File: config.mk
export PLATFORM = sky130hd
export DESIGN_NAME = geneve_tunnel_header_parser_core
export DESIGN_NICKNAME = d
export VERILOG_FILES = /design/src/hw/rtl/gnv_pkg.sv /design/src/hw/rtl/geneve_tunnel_header_parser_core.sv /design/src/hw/rtl/gnv_capture.sv
export SDC_FILE = /design/constraint.sdc
export NUM_CORES = 1
export LEC_CHECK = 0
export BUFFER_PORTS_ARGS = -buffer_cell sky130_fd_sc_hd__buf_2
export CORE_MARGIN = 1.5
export CORE_UTILIZATION = 50
export CTS_CLUSTER_SIZE = 14
export DETAILED_ROUTE_END_ITERATION = 7
export GPL_TIMING_DRIVEN = 1
export MAX_ROUTING_LAYER = met4
export PLACE_DENSITY = 0.76
export SYNTH_ARGS = -nofsm -noshare
export SYNTH_HDL_FRONTEND = slang
export SYNTH_SLANG_ARGS = --single-unit
File: constraint.sdc
create_clock -name clk_i -period 13.6 [get_ports clk_i]
set_input_delay 2.72 -clock clk_i [delete_from_list [all_inputs] [get_ports clk_i]]
set_output_delay 2.72 -clock clk_i [all_outputs]
set_load 0.05 [all_outputs]
File: src/hw/rtl/gnv_pkg.sv
package gnv_pkg;

  // offsets inside the packet never pass 511 (largest is inner l4 start + 20)
  localparam int unsigned OFS_W = 9;
  typedef logic [OFS_W-1:0] ofs_t;

  localparam logic [15:0] TUNNEL_PORT_DEFAULT = 16'd6081;
  localparam logic [15:0] TYPE_IPV4           = 16'h0800;
  localparam logic [15:0] TYPE_TEB            = 16'h6558;
  localparam logic [7:0]  PROTO_ICMP          = 8'd1;
  localparam logic [7:0]  PROTO_TCP           = 8'd6;
  localparam logic [7:0]  PROTO_UDP           = 8'd17;

  localparam ofs_t ETH_HDR_LEN  = ofs_t'(14);
  localparam ofs_t IP_HDR_MIN   = ofs_t'(20);
  localparam ofs_t UDP_HDR_LEN  = ofs_t'(8);
  localparam ofs_t TCP_HDR_MIN  = ofs_t'(20);
  localparam ofs_t GNV_HDR_LEN  = ofs_t'(8);
  localparam ofs_t OUTER_L3_END = ofs_t'(34);
  localparam ofs_t OUTER_PROTO_POS = ofs_t'(23);

  localparam int unsigned OUT_DATA_W = 128;

  // field values as they stand after the current byte, plus header offsets
  typedef struct packed {
    logic [15:0] ethertype;
    logic [7:0]  outer_proto;
    logic [15:0] outer_dport;
    logic [15:0] payload_type;
    logic [7:0]  inner_proto;
    logic [31:0] inner_src;
    logic [31:0] inner_dst;
    logic [15:0] l4_sport;
    logic [15:0] l4_dport;
    ofs_t        ofs_udp;
    ofs_t        ofs_gnv;
    ofs_t        ofs_eth;
    ofs_t        ofs_ip;
    ofs_t        ofs_l4;
  } capt_t;

endpackage

File: src/hw/rtl/geneve_tunnel_header_parser_core.sv
// channel  | dir | handshake                    | payload
// ---------+-----+------------------------------+-------------------------------------------
// s_axis   | in  | s_axis_tvalid/s_axis_tready  | tdata[7:0] data_byte, tlast last_byte
// m_axis   | out | m_axis_tvalid/m_axis_tready  | tdata 128b verdict..dst_port (see port)
// cfg      | in  | cfg_we_i (no wait)           | cfg_wdata_i tunnel_udp_port
//
// one byte per cycle while s_axis_tready is high; the verdict for a packet is loaded
// into the result register when its last byte is taken, nothing is sent for other bytes
// field capture and the decision are one pass of logic off the byte counter and the
// header offset adders, so the byte rate is one per clock while s_axis_tready is high
// reset clears the byte counter, every captured field and the result register;
// tunnel_udp_port returns to 6081
// s_axis_tready drops only while a result sits in the output register and
// m_axis_tready is low
module geneve_tunnel_header_parser_core #(
  parameter int unsigned LENGTH_BITS = 16
) (
  input  logic                            clk_i,
  input  logic                            rst_ni,
  input  logic                            s_axis_tvalid,
  output logic                            s_axis_tready,
  input  logic [7:0]                      s_axis_tdata,   // [7:0] data_byte
  input  logic                            s_axis_tlast,   // last_byte
  output logic                            m_axis_tvalid,
  input  logic                            m_axis_tready,
  // [0] verdict, [1] event_valid, [9:2] inner_protocol, [25:10] frame_length,
  // [57:26] src_address, [89:58] dst_address, [105:90] src_port,
  // [121:106] dst_port, [127:122] zero
  output logic [gnv_pkg::OUT_DATA_W-1:0]  m_axis_tdata,
  input  logic                            cfg_we_i,
  input  logic [15:0]                     cfg_wdata_i
);
  import gnv_pkg::*;

  localparam int unsigned LenW = (LENGTH_BITS > 16) ? LENGTH_BITS : 16;

  logic                   accept;
  capt_t                  capt;
  logic [LENGTH_BITS-1:0] count;
  logic [LenW-1:0]        count_w;
  logic [15:0]            frame_len;
  logic [15:0]            tunnel_port_q;
  logic                   out_valid_q, out_valid_d;
  logic [OUT_DATA_W-1:0]  out_data_q, out_data_d;
  logic                   n_hi;
  ofs_t                   n_lo;
  logic                   is_tunnel, verdict, event_ok, ports_ok;
  logic [7:0]             proto;

  // count at least as large as the offset
  function automatic logic ge(logic hi, ofs_t lo, ofs_t x);
    return hi || (lo >= x);
  endfunction

  assign s_axis_tready = !out_valid_q || m_axis_tready;
  assign accept        = s_axis_tvalid && s_axis_tready;

  gnv_capture #(
    .LENGTH_BITS(LENGTH_BITS)
  ) u_capture (
    .clk_i   (clk_i),
    .rst_ni  (rst_ni),
    .accept_i(accept),
    .byte_i  (s_axis_tdata),
    .last_i  (s_axis_tlast),
    .capt_o  (capt),
    .count_o (count)
  );

  // tunnel port register, written whenever the enable is high
  always_ff @(posedge clk_i or negedge rst_ni) begin
    if (!rst_ni) begin
      tunnel_port_q <= TUNNEL_PORT_DEFAULT;
    end else if (cfg_we_i) begin
      tunnel_port_q <= cfg_wdata_i;
    end
  end

  assign n_hi = |count[LENGTH_BITS-1:OFS_W];
  assign n_lo = count[OFS_W-1:0];

  // saturate the byte count into the 16 bit frame length field
  assign count_w   = LenW'(count);
  assign frame_len = (count_w > LenW'(16'hFFFF)) ? 16'hFFFF : count_w[15:0];

  // verdict tree on the last byte, checks in the order of the header stack
  always_comb begin
    verdict  = 1'b0;
    event_ok = 1'b0;
    proto    = '0;
    is_tunnel = ge(n_hi, n_lo, ETH_HDR_LEN) && (capt.ethertype == TYPE_IPV4) &&
                ge(n_hi, n_lo, OUTER_L3_END) && (capt.outer_proto == PROTO_UDP) &&
                ge(n_hi, n_lo, capt.ofs_udp + UDP_HDR_LEN) &&
                (capt.outer_dport == tunnel_port_q);
    if (is_tunnel) begin
      if (!ge(n_hi, n_lo, capt.ofs_gnv + GNV_HDR_LEN)) begin
        // geneve header cut short
        verdict = 1'b1;
      end else if (capt.payload_type == TYPE_TEB) begin
        if (!ge(n_hi, n_lo, capt.ofs_eth + ETH_HDR_LEN) ||
            !ge(n_hi, n_lo, capt.ofs_ip + IP_HDR_MIN)) begin
          // inner ethernet or ipv4 header cut short
          verdict = 1'b1;
        end else begin
          event_ok = 1'b1;
          unique case (capt.inner_proto)
            PROTO_TCP: begin
              proto = PROTO_TCP;
              if (!ge(n_hi, n_lo, capt.ofs_l4 + TCP_HDR_MIN)) event_ok = 1'b0;
            end
            PROTO_UDP: begin
              proto = PROTO_UDP;
              if (!ge(n_hi, n_lo, capt.ofs_l4 + UDP_HDR_LEN)) event_ok = 1'b0;
            end
            PROTO_ICMP: begin
              proto = PROTO_ICMP;
            end
            default: begin
              proto = '0;
            end
          endcase
        end
      end
    end
    ports_ok = (proto == PROTO_TCP) || (proto == PROTO_UDP);
  end

  // result word, all event fields zero when no event is reported
  always_comb begin
    out_data_d         = '0;
    out_data_d[0]      = verdict;
    if (event_ok) begin
      out_data_d[1]       = 1'b1;
      out_data_d[9:2]     = proto;
      out_data_d[25:10]   = frame_len;
      out_data_d[57:26]   = capt.inner_src;
      out_data_d[89:58]   = capt.inner_dst;
      out_data_d[105:90]  = ports_ok ? capt.l4_sport : 16'h0000;
      out_data_d[121:106] = ports_ok ? capt.l4_dport : 16'h0000;
    end
  end

  // output register: loads on the last byte, frees when the transaction completes
  always_comb begin
    out_valid_d = out_valid_q;
    if (accept && s_axis_tlast) begin
      out_valid_d = 1'b1;
    end else if (m_axis_tready) begin
      out_valid_d = 1'b0;
    end
  end

  always_ff @(posedge clk_i or negedge rst_ni) begin
    if (!rst_ni) begin
      out_valid_q <= 1'b0;
    end else begin
      out_valid_q <= out_valid_d;
    end
  end

  always_ff @(posedge clk_i or negedge rst_ni) begin
    if (!rst_ni) begin
      out_data_q <= '0;
    end else if (accept && s_axis_tlast) begin
      out_data_q <= out_data_d;
    end
  end

  assign m_axis_tvalid = out_valid_q;
  assign m_axis_tdata  = out_data_q;

endmodule

File: src/hw/rtl/gnv_capture.sv
module gnv_capture #(
  parameter int unsigned LENGTH_BITS = 16
) (
  input  logic                   clk_i,
  input  logic                   rst_ni,
  input  logic                   accept_i,
  input  logic [7:0]             byte_i,
  input  logic                   last_i,
  output gnv_pkg::capt_t         capt_o,
  output logic [LENGTH_BITS-1:0] count_o
);
  import gnv_pkg::*;

  logic [LENGTH_BITS-1:0] pos_q, pos_d, count;
  logic [15:0] eth_q, eth_d;
  logic [3:0]  ohw_q, ohw_d;
  logic [7:0]  oproto_q, oproto_d;
  logic [15:0] odport_q, odport_d;
  logic [5:0]  opt_q, opt_d;
  logic [15:0] ptype_q, ptype_d;
  logic [3:0]  ihw_q, ihw_d;
  logic [7:0]  iproto_q, iproto_d;
  logic [31:0] isrc_q, isrc_d;
  logic [31:0] idst_q, idst_d;
  logic [15:0] sport_q, sport_d;
  logic [15:0] dport_q, dport_d;
  logic        p_hi;
  ofs_t        p_lo, ofs_u, ofs_g, ofs_e, ofs_i, ofs_l;

  function automatic logic at_pos(logic hi, ofs_t lo, ofs_t s);
    return !hi && (lo == s);
  endfunction

  function automatic logic in_span(logic hi, ofs_t lo, ofs_t s, logic [2:0] len);
    logic [OFS_W:0] lo_w, s_w;
    lo_w = {1'b0, lo};
    s_w  = {1'b0, s};
    return !hi && (lo_w >= s_w) && (lo_w < s_w + (OFS_W+1)'(len));
  endfunction

  // positions above the largest offset never match
  assign p_hi = |pos_q[LENGTH_BITS-1:OFS_W];
  assign p_lo = pos_q[OFS_W-1:0];

  // each offset follows the field values updated by this byte
  always_comb begin
    eth_d    = in_span(p_hi, p_lo, ofs_t'(12), 3'd2) ? {eth_q[7:0], byte_i} : eth_q;
    ohw_d    = at_pos(p_hi, p_lo, ETH_HDR_LEN) ? byte_i[3:0] : ohw_q;
    oproto_d = at_pos(p_hi, p_lo, OUTER_PROTO_POS) ? byte_i : oproto_q;
    ofs_u    = ETH_HDR_LEN + ofs_t'({ohw_d, 2'b00});
    odport_d = in_span(p_hi, p_lo, ofs_u + ofs_t'(2), 3'd2) ?
               {odport_q[7:0], byte_i} : odport_q;
    ofs_g    = ofs_u + UDP_HDR_LEN;
    opt_d    = at_pos(p_hi, p_lo, ofs_g) ? byte_i[5:0] : opt_q;
    ptype_d  = in_span(p_hi, p_lo, ofs_g + ofs_t'(2), 3'd2) ?
               {ptype_q[7:0], byte_i} : ptype_q;
    ofs_e    = ofs_g + GNV_HDR_LEN + ofs_t'({opt_d, 2'b00});
    ofs_i    = ofs_e + ETH_HDR_LEN;
    ihw_d    = at_pos(p_hi, p_lo, ofs_i) ? byte_i[3:0] : ihw_q;
    iproto_d = at_pos(p_hi, p_lo, ofs_i + ofs_t'(9)) ? byte_i : iproto_q;
    isrc_d   = in_span(p_hi, p_lo, ofs_i + ofs_t'(12), 3'd4) ?
               {isrc_q[23:0], byte_i} : isrc_q;
    idst_d   = in_span(p_hi, p_lo, ofs_i + ofs_t'(16), 3'd4) ?
               {idst_q[23:0], byte_i} : idst_q;
    ofs_l    = ofs_i + ofs_t'({ihw_d, 2'b00});
    sport_d  = in_span(p_hi, p_lo, ofs_l, 3'd2) ? {sport_q[7:0], byte_i} : sport_q;
    dport_d  = in_span(p_hi, p_lo, ofs_l + ofs_t'(2), 3'd2) ?
               {dport_q[7:0], byte_i} : dport_q;
    count    = (&pos_q) ? pos_q : pos_q + LENGTH_BITS'(1);
    pos_d    = count;
  end

  always_ff @(posedge clk_i or negedge rst_ni) begin
    if (!rst_ni) begin
      pos_q    <= '0;
      eth_q    <= '0;
      ohw_q    <= '0;
      oproto_q <= '0;
      odport_q <= '0;
      opt_q    <= '0;
      ptype_q  <= '0;
      ihw_q    <= '0;
      iproto_q <= '0;
      isrc_q   <= '0;
      idst_q   <= '0;
      sport_q  <= '0;
      dport_q  <= '0;
    end else if (accept_i) begin
      if (last_i) begin
        pos_q    <= '0;
        eth_q    <= '0;
        ohw_q    <= '0;
        oproto_q <= '0;
        odport_q <= '0;
        opt_q    <= '0;
        ptype_q  <= '0;
        ihw_q    <= '0;
        iproto_q <= '0;
        isrc_q   <= '0;
        idst_q   <= '0;
        sport_q  <= '0;
        dport_q  <= '0;
      end else begin
        pos_q    <= pos_d;
        eth_q    <= eth_d;
        ohw_q    <= ohw_d;
        oproto_q <= oproto_d;
        odport_q <= odport_d;
        opt_q    <= opt_d;
        ptype_q  <= ptype_d;
        ihw_q    <= ihw_d;
        iproto_q <= iproto_d;
        isrc_q   <= isrc_d;
        idst_q   <= idst_d;
        sport_q  <= sport_d;
        dport_q  <= dport_d;
      end
    end
  end

  always_comb begin
    capt_o.ethertype    = eth_d;
    capt_o.outer_proto  = oproto_d;
    capt_o.outer_dport  = odport_d;
    capt_o.payload_type = ptype_d;
    capt_o.inner_proto  = iproto_d;
    capt_o.inner_src    = isrc_d;
    capt_o.inner_dst    = idst_d;
    capt_o.l4_sport     = sport_d;
    capt_o.l4_dport     = dport_d;
    capt_o.ofs_udp      = ofs_u;
    capt_o.ofs_gnv      = ofs_g;
    capt_o.ofs_eth      = ofs_e;
    capt_o.ofs_ip       = ofs_i;
    capt_o.ofs_l4       = ofs_l;
  end

  assign count_o = count;

endmodule
==> PnR_summary.wiki, run 1 <==
{| class="wikitable"
! Metric !! Value
|-
| Timing startpoint of the critical path || s_axis_tdata[0]
|-
| Post-placement cell area || 0.02068 sq mm
|-
| GRT Total Usage || 27.84%
|-
| Average size of a mapped cell || 9.684 sq um
|-
| Remaining design rule violation count || 0
|-
| R2R Path End || u_capture.dport_q[15]
|-
| H-tree depth || 2
|-
| Average routed wire per standard cell || 20.51 um
|-
| Areal power density over the cells || 110.5 mW/mm^2
|-
| Path class of the lowest-slack min-delay path || flop to flop
|-
| Max-cap check violation count || 0
|-
| Cell taking the most area after synthesis || dfrtp_1
|-
| Fraction of synthesized cell area taken by the top area cell type || 40.67%
|-
| Most frequent cell after synthesis || dfrtp_1
|-
| Most frequently used flop master after synthesis || dfrtp_1
|-
| Placed Cells || 2592
|-
| R2R setup slack || 1.97 ns
|-
| Outcome || complete, no violations
|-
| Reg2reg start || u_capture.pos_q[13]
|-
| Synth top cells by count || dfrtp_1 (317), nand2_1 (284), ha_1 (126)
|-
| Hold path start || m_axis_tdata[45]
|-
| Required time worst endpoint || 14.00 ns
|-
| Number of DRC violations after detailed-routing iteration 0 || 1510
|-
| Synthesized instance count || 2014
|-
| Synthesized flop and latch total || 324
|-
| Fmax || 82.05 MHz
|-
| Final standard cell count with taps included and fillers excluded || 2656
|-
| Endpoint of the most critical setup path || u_capture.dport_q[15]
|-
| Clock latency on the worst-skew pair || 0.54 ns
|-
| Most area-consuming cells after synthesis || dfrtp_1 (41%), ha_1 (8.1%), nand2_1 (5.5%), a22o_1 (4.8%), mux2i_1 (4.4%)
|-
| Number of slew-limit violations in the final report || 0
|-
| GPL Wtd Cong || 0.9625
|-
| Total die area || 0.04020 sq mm
|-
| Summed area of non-filler cells in the final layout || 0.02190 sq mm
|-
| Clock share of power || 41.5%
|-
| Worst Path Class, Setup || input port to flop
|-
| Share of cells above drive strength 1 || 15.54%
|-
| Setup repair after global routing missed its margin || false
|-
| Initial Utilization || 50.58%
|-
| Fin. Hold Viols || 0
|-
| Clock buffer count from CTS || 35
|-
| Overflow left after global routing || 0
|-
| Count of cell types in the netlist || 93
|-
| Post-synthesis async set-or-reset flop share || 100.0%
|-
| Count of nets after finishing || 2269
|-
| CTS Root Buffer Type || clkbuf_16
|-
| Post-layout min period || 12.19 ns
|-
| Number of antenna violations at the first check in global routing || 1
|-
| Sequential Power Share || 45.3%
|-
| Growth of design area from synthesis to finish || 12.27%
|-
| Net switching power || 0.0006639 W
|-
| Switching part of the total power || 27.43%
|-
| Post-synthesis instance area || 0.01950 sq mm
|-
| Detailed-routing iteration count for the pre-antenna-repair pass || 6
|-
| Largest fanout of any net on the critical path || 25
|-
| Endpoint kind of the worst setup timing path || flop
|-
| Count of flip-flops with a built-in enable after synthesis || 0
|-
| Global-route wire length before repair || 88290 um
|-
| Logic pwr share || 13.2%
|-
| Cts repair resizes || 0
|-
| Hold-fix buffer count after cts || 0
|-
| Type of element launching the critical path || input port
|-
| Buffers from clock root to sink, at most || 3
|-
| Die X-Extent || 200.5 um
|-
| Arrival time reported for the critical path endpoint || 12.59 ns
|-
| Cell occurring most often along the worst timing path || ha_1
|-
| Proportion of synthesized chip area in sequential cells || 41.62%
|-
| Worst Tran Pin Value || 1.223 ns
|-
| Total half-perimeter wirelength after legalization and detailed placement || 36600 um
|-
| TritonCTS sink count || 324
|-
| Slew Limit Headroom || 18.19%
|-
| Number of top-level pins || 160
|-
| Overall via count from detail_route || 16490
|-
| Leakage || 10.07 nW
|-
| Share of the clock period used by the worst path || 89.62%
|-
| Remaining number of nets flagged by the antenna check after routing || 0
|-
| Final setup violation count || 0
|-
| Internal power component || 0.001756 W
|-
| Vias in the first global route || 15950
|-
| Post-CTS setup repair buffer count || 0
|-
| Largest net degree at the start of global routing || 109
|-
| Critical-path top delay cell || fa_1
|-
| Height of the chip || 200.5 um
|-
| Reg2reg path depth || 42
|-
| Yosys warnings || 0
|-
| Final wirelength || 54470 um
|-
| Clk_skew || 0.02136 ns
|-
| TritonCTS clock tree || yes
|-
| Highest ir drop seen on vdd || 94.43 uV
|-
| Number of buffers inserted by port buffering || 149
|-
| Setup tns final || 0 ns
|-
| CP peak stage delay || 0.75 ns
|-
| Core outline area || 0.03856 sq mm
|-
| Rows || 72
|-
| Detail-routed via count per cell || 6.210
|-
| Reg clk slew, reported paths || 0.06 ns
|}
kinds of logic after synthesis:
logic type | share of synthesized area [%]
AOI/OAI and AO/OA | 20.71
xor gates and xnor gates | 4.074
adders and majority gates | 8.288
buffers and inverters | 4.837
DFF | 41.62
muxes | 6.300
other | 0.03851
and+or+nand+nor | 14.14
worst max-delay path, delay by kind of cell:
| kind | cells | cell delay [ns] |
|---|---|---|
| AND/OR/NAND/NOR | 14 | 2.51 |
| adder cells (fa/ha/maj) | 10 | 3.51 |
| AO/OA/AOI/OAI | 10 | 1.55 |
| XOR/XNOR | 3 | 1.11 |
| buffers and inverters | 7 | 1.17 |
worst min path at each step:
stage                                        to  slack (ns)  cells past startpoint
after floorplan           u_capture.sport_q[15]        0.44                      2
final                          m_axis_tdata[45]        0.47                      2
after global placement         m_axis_tdata[64]        0.46                      2
after detailed placement       m_axis_tdata[45]        0.46                      2
after CTS                      m_axis_tdata[45]        0.47                      2
after global routing           m_axis_tdata[49]        0.50                      2
layer usage:
layer	wire [um]	vias to the layer above	part of all wire [%]	GRT usage, %
met5	0	-	0	-
met4	1423	0	2.6	8.083
li1	-	7527	-	-
met2	25660	669	47	43.68
met1	23480	8207	43	37.89
met3	3900	90	7.2	3.653
cell usage in the layout, fill, tap and decap left out, types with 7 or more instances in the layout:
cell       netlist  routed
dfrtp_1        317     317
nand2_1        284     282
buf_2           22     148
ha_1           126     126
o21ai_0        117     117
o31ai_1        111     111
a22o_1         107     107
mux2i_1         85      85
a21oi_1         80      80
nor2_1          65      65
inv_1           58      58
xnor2_1         56      56
buf_4           18      47
a22oi_1         36      36
clkbuf_16        0      36
nor3_1          34      33
mux2_2          31      31
nand3_1         30      30
nor2b_1         26      26
xor2_1          25      25
o22ai_1         19      19
o21ai_1         21      18
nand2b_1        16      16
nand4_1         15      15
nor4_1          14      13
a21o_1          13      13
conb_1           2      12
o211ai_1        11      11
a211oi_1        11      11
or3_1            9       9
and2_1           8       8
clkbuf_8         0       8
nor3b_1          7       7
clkbuf_1        94       7
dfstp_2          7       7
power by group through the flow:
stage	logic (W)	registers [W]	clock network (W)
6_report	0.000319	0.00110	0.00100
5_1_grt	0.000355	0.00111	0.00106
4_1_cts	0.000317	0.00109	0.00102
3_5_place_dp	0.000316	0.00111	0
3_3_place_gp	0.000304	0.00111	0
2_1_floorplan	0.000220	0.00109	0
stage by stage:
stage / util, % / total power [W] / hold WS [ns] / setup WS [ns]
after detailed placement: 53.62 / 0.001427 / 0.4612 / 1.011
after floorplan: - / 0.001313 / 0.4422 / 1.611
after CTS: 56.79 / 0.002429 / 0.4749 / 1.540
final: 56.79 / 0.002420 / 0.4677 / 1.412
after global placement: 53.62 / 0.001410 / 0.4556 / 1.218
after global routing: 56.79 / 0.002517 / 0.5032 / 0.4570
sequential cells by signal, summed over array words and instances (netlist names):
signal and flops:
u_capture.ihw_q 4, u_capture.dport_q 16, tunnel_port_q 16, u_capture.oproto_q 8, u_capture.sport_q 16, u_capture.odport_q 16, u_capture.eth_q 16, u_capture.isrc_q 32
m_axis_tdata 117, u_capture.ptype_q 16, u_capture.iproto_q 8, u_capture.pos_q 16, m_axis_tvalid 1, u_capture.idst_q 32, u_capture.ohw_q 4, u_capture.opt_q 6
cell type report:
| class | count | area [sq um] |
|---|---|---|
| diodes | 1 | 2.502 |
| multi-input cells | 1490 | 10550 |
| clock buffers | 51 | 1037 |
| well taps | 518 | 648.1 |
| clock inverters | 12 | 181.4 |
| fillers | 3352 | 16660 |
| repair buffers | 197 | 1129 |
| inverters | 63 | 236.5 |
| flip-flops and latches | 324 | 8117 |
Note: power is estimated with default switching activity, not from simulation.
==> run 2: changes to the inputs <==
RECOVER_POWER = 100   (was unset)
==> run 2 against run 1 <==
Compared with the run above: the flow now finishes with violations (capacitance limit, slew limit); core utilization shrank 0.71 points; first-iteration DRC count rose by 2.3%; routed wire length rose by 0.14%; via count shrank 0.62%; worst setup slack got worse by 0.33 ns; count of clock-buffer cells in the layout stayed put; global-route usage unchanged; register-to-register slack worse by 0.28 ns.
==> PnR_summary.wiki, run 2 (synthesized netlist as in run 1, its figures left out) <==
{| class="wikitable"
! Metric !! Value
|-
| Global-route wire length before repair || 88290 um (unchanged)
|-
| Overall power consumption || 0.002415 W (-0.23%)
|-
| Highest ir drop seen on vdd || 94.46 uV (about the same)
|-
| Setup repair after global routing missed its margin || false
|-
| Most common library cell in the layout ignoring fill and taps || dfrtp_1
|-
| Terminating pin of the worst hold path || m_axis_tdata[45]
|-
| Max-cap check violation count || 11 (+11)
|-
| Height of the chip || 200.5 um (unchanged)
|-
| CP Buf/Inv Count || 9 (+2)
|-
| TritonCTS sink count || 324 (unchanged)
|-
| Clock buffer count from CTS || 35 (unchanged)
|-
| Arrival time reported for the critical path endpoint || 12.85 ns (+0.26 ns)
|-
| Vias in the first global route || 15950 (unchanged)
|-
| Number of top-level pins || 160 (unchanged)
|-
| Remaining design rule violation count || 0 (unchanged)
|-
| Dominant delay contributor by cell family on the critical path || compound AO/OA/AOI/OAI gates
|-
| Net switching power || 0.0006601 W (-0.57%)
|-
| Fill cells || 3467 (+3.4%)
|-
| CP peak stage delay || 0.75 ns (about the same)
|-
| Number of slew-limit violations in the final report || 667 (+667)
|-
| Detailed-routing iteration count for the pre-antenna-repair pass || 5 (-1)
|-
| Count of nets after finishing || 2269 (unchanged)
|-
| Clock share of power || 41.6% (about the same)
|-
| Slew Limit Headroom || -278.5% (-300 points)
|-
| Fmax || 79.92 MHz (-2.6%)
|-
| Share of cells above drive strength 1 || 8.844% (-6.7 points)
|-
| Number of buffers inserted by port buffering || 149 (unchanged)
|-
| Worst hold path cell count || 2 (unchanged)
|-
| Clock latency on the worst-skew pair || 0.54 ns (about the same)
|-
| Reg2reg path depth || 41 (-2.4%)
|-
| Post-layout min period || 12.51 ns (+0.3252 ns)
|-
| GRT Total Usage || 27.84% (unchanged)
|-
| Buffers from clock root to sink, at most || 3 (unchanged)
|-
| Final wirelength || 54550 um (+0.14%)
|-
| Overflow left after global routing || 0 (unchanged)
|-
| Reg2reg start || u_capture.pos_q[13]
|-
| Outcome || finished, violations left
|-
| Hold path start || m_axis_tdata[45]
|-
| Cell occurring most often along the worst timing path || ha_1
|-
| Final setup violation count || 0 (unchanged)
|-
| Logic pwr share || 12.9% (-0.3 points)
|-
| Share of the clock period used by the worst path || 92.01% (+2.4 points)
|-
| Uppermost layer routed || met4
|-
| Hold-fix buffer count after cts || 0 (unchanged)
|-
| Worst Path Class, Setup || input port to flop
|-
| H-tree depth || 2 (unchanged)
|-
| TritonCTS clock tree || yes
|-
| Required time worst endpoint || 13.94 ns (-0.06 ns)
|-
| Number of DRC violations after detailed-routing iteration 0 || 1544 (+2.3%)
|-
| Core outline area || 0.03856 sq mm (unchanged)
|-
| Detailed-routed wire length on met2 || 25490 um (-0.67%)
|-
| Final core utilization || 56.08% (-0.71 points)
|-
| Endpoint kind of the worst setup timing path || flop
|-
| Type of element launching the critical path || input port
|-
| GPL Wtd Cong || 0.9625 (unchanged)
|-
| R2R setup slack || 1.69 ns (-0.28 ns)
|-
| CTS Root Buffer Type || clkbuf_16
|-
| Reg clk slew, reported paths || 0.06 ns (about the same)
|-
| R2R Path End || u_capture.dport_q[15]
|-
| Die X-Extent || 200.5 um (unchanged)
|-
| Placed Cells || 2592 (unchanged)
|-
| Post-CTS setup repair buffer count || 0 (unchanged)
|-
| Areal power density over the cells || 111.7 mW/mm^2 (+1.0%)
|-
| Detail-routed via count per cell || 6.171 (-0.62%)
|-
| Sequential Power Share || 45.5% (+0.2 points)
|-
| Largest net degree at the start of global routing || 109 (unchanged)
|-
| Internal power component || 0.001754 W (-0.10%)
|-
| Final standard cell count with taps included and fillers excluded || 2656 (unchanged)
|-
| Most frequent cells in the layout || dfrtp_1 (317), nand2_1 (284), clkbuf_1 (141)
|-
| Worst Tran Pin Value || 5.678 ns (+4.455 ns)
|-
| Cts repair resizes || 0 (unchanged)
|-
| Fin. Hold Viols || 0 (unchanged)
|-
| Remaining number of nets flagged by the antenna check after routing || 0 (unchanged)
|-
| Max reg flops || 117 (unchanged)
|-
| Clk_skew || 0.02244 ns (+0.001084 ns)
|-
| Path class of the lowest-slack min-delay path || flop to flop
|-
| Number of antenna violations at the first check in global routing || 1 (unchanged)
|-
| Length of routed wiring on met1 || 24140 um (+2.8%)
|-
| Tightest hold margin || 0.4733 ns (+0.005574 ns)
|-
| Switching part of the total power || 27.34% (-0.094 points)
|-
| Overall via count from detail_route || 16390 (-0.62%)
|-
| Total half-perimeter wirelength after legalization and detailed placement || 36600 um (unchanged)
|-
| Setup tns final || 0 ns (unchanged)
|-
| Average routed wire per standard cell || 20.54 um (+0.14%)
|-
| Leakage || 9.478 nW (-5.9%)
|-
| Growth of design area from synthesis to finish || 10.87%
|-
| Violations in the final reports || capacitance limit, slew limit
|-
| Largest fanout of any net on the critical path || 25 (unchanged)
|-
| Initial Utilization || 50.58% (unchanged)
|-
| Met3 wire len || 3433 um (-12%)
|-
| Critical-path top delay cell || fa_1
|-
| Total die area || 0.04020 sq mm (unchanged)
|-
| Rows || 72 (unchanged)
|}
-- run 2: changes by cell type in the layout (fill, tap and decap cells not counted), sizes merged --
cell,change
buf,-136
clkbuf,+136
-- run 2: routing by layer --
layer / GRT usage, % / vias to the layer above
met4: 8.083 / 0
met2: 43.68 / 579
li1: - / 7520
met5: - / -
met3: 3.653 / 96
met1: 37.89 / 8196
-- run 2: final cells by class --
type / instances / area, sq um / area share, %
inverter: 63 / 236.5 / 1.094
sequential: 324 / 8117 / 37.53
clock inverter: 12 / 181.4 / 0.8390
antenna: 1 / 2.502 / 0.01157
timing repair buffer: 197 / 918.4 / 4.247
clock buffer: 51 / 1037 / 4.797
tap: 518 / 648.1 / 2.997
multi-input combinational: 1490 / 10480 / 48.48
-- run 2: worst max path at each step --
| stage | startpoint | endpoint | cells after the start |
|---|---|---|---|
| floorplan | s_axis_tdata[0] | u_capture.dport_q[10] | 44 |
| global placement | s_axis_tdata[0] | u_capture.sport_q[12] | 40 |
| detailed placement | s_axis_tdata[0] | u_capture.dport_q[15] | 44 |
| CTS | s_axis_tdata[0] | m_axis_tdata[41] | 43 |
| global route | s_axis_tdata[0] | u_capture.dport_q[6] | 43 |
| finish | s_axis_tdata[0] | u_capture.dport_q[15] | 43 |
-- run 2: per-stage QoR --
step / instance area, sq um / setup WS (ns)
2_1_floorplan: 19540 / 1.611
5_1_grt: 21620 / 0.2635
3_5_place_dp: 20680 / 1.011
4_1_cts: 21890 / 1.540
6_report: 21620 / 1.087
3_3_place_gp: 20680 / 1.218
-- run 2: power groups by stage --
stage	clock (W)	sequential [W]	combinational, W
after detailed placement	0	0.00111	0.000316
final	0.00100	0.00110	0.000312
after global routing	0.00106	0.00111	0.000349
after floorplan	0	0.00109	0.000220
after CTS	0.00102	0.00109	0.000317
after global placement	0	0.00111	0.000304
-- run 2: worst register-to-register path, delay by kind of cell, from the launching register on --
family | cells | cell delay (ns)
AO/OA/AOI/OAI | 13 | 3.50
XOR/XNOR | 2 | 0.37
adder cells (fa/ha/maj) | 8 | 3.17
buffers and inverters | 6 | 1.23
flip-flops | 1 | 0.54
AND/OR/NAND/NOR | 12 | 2.90
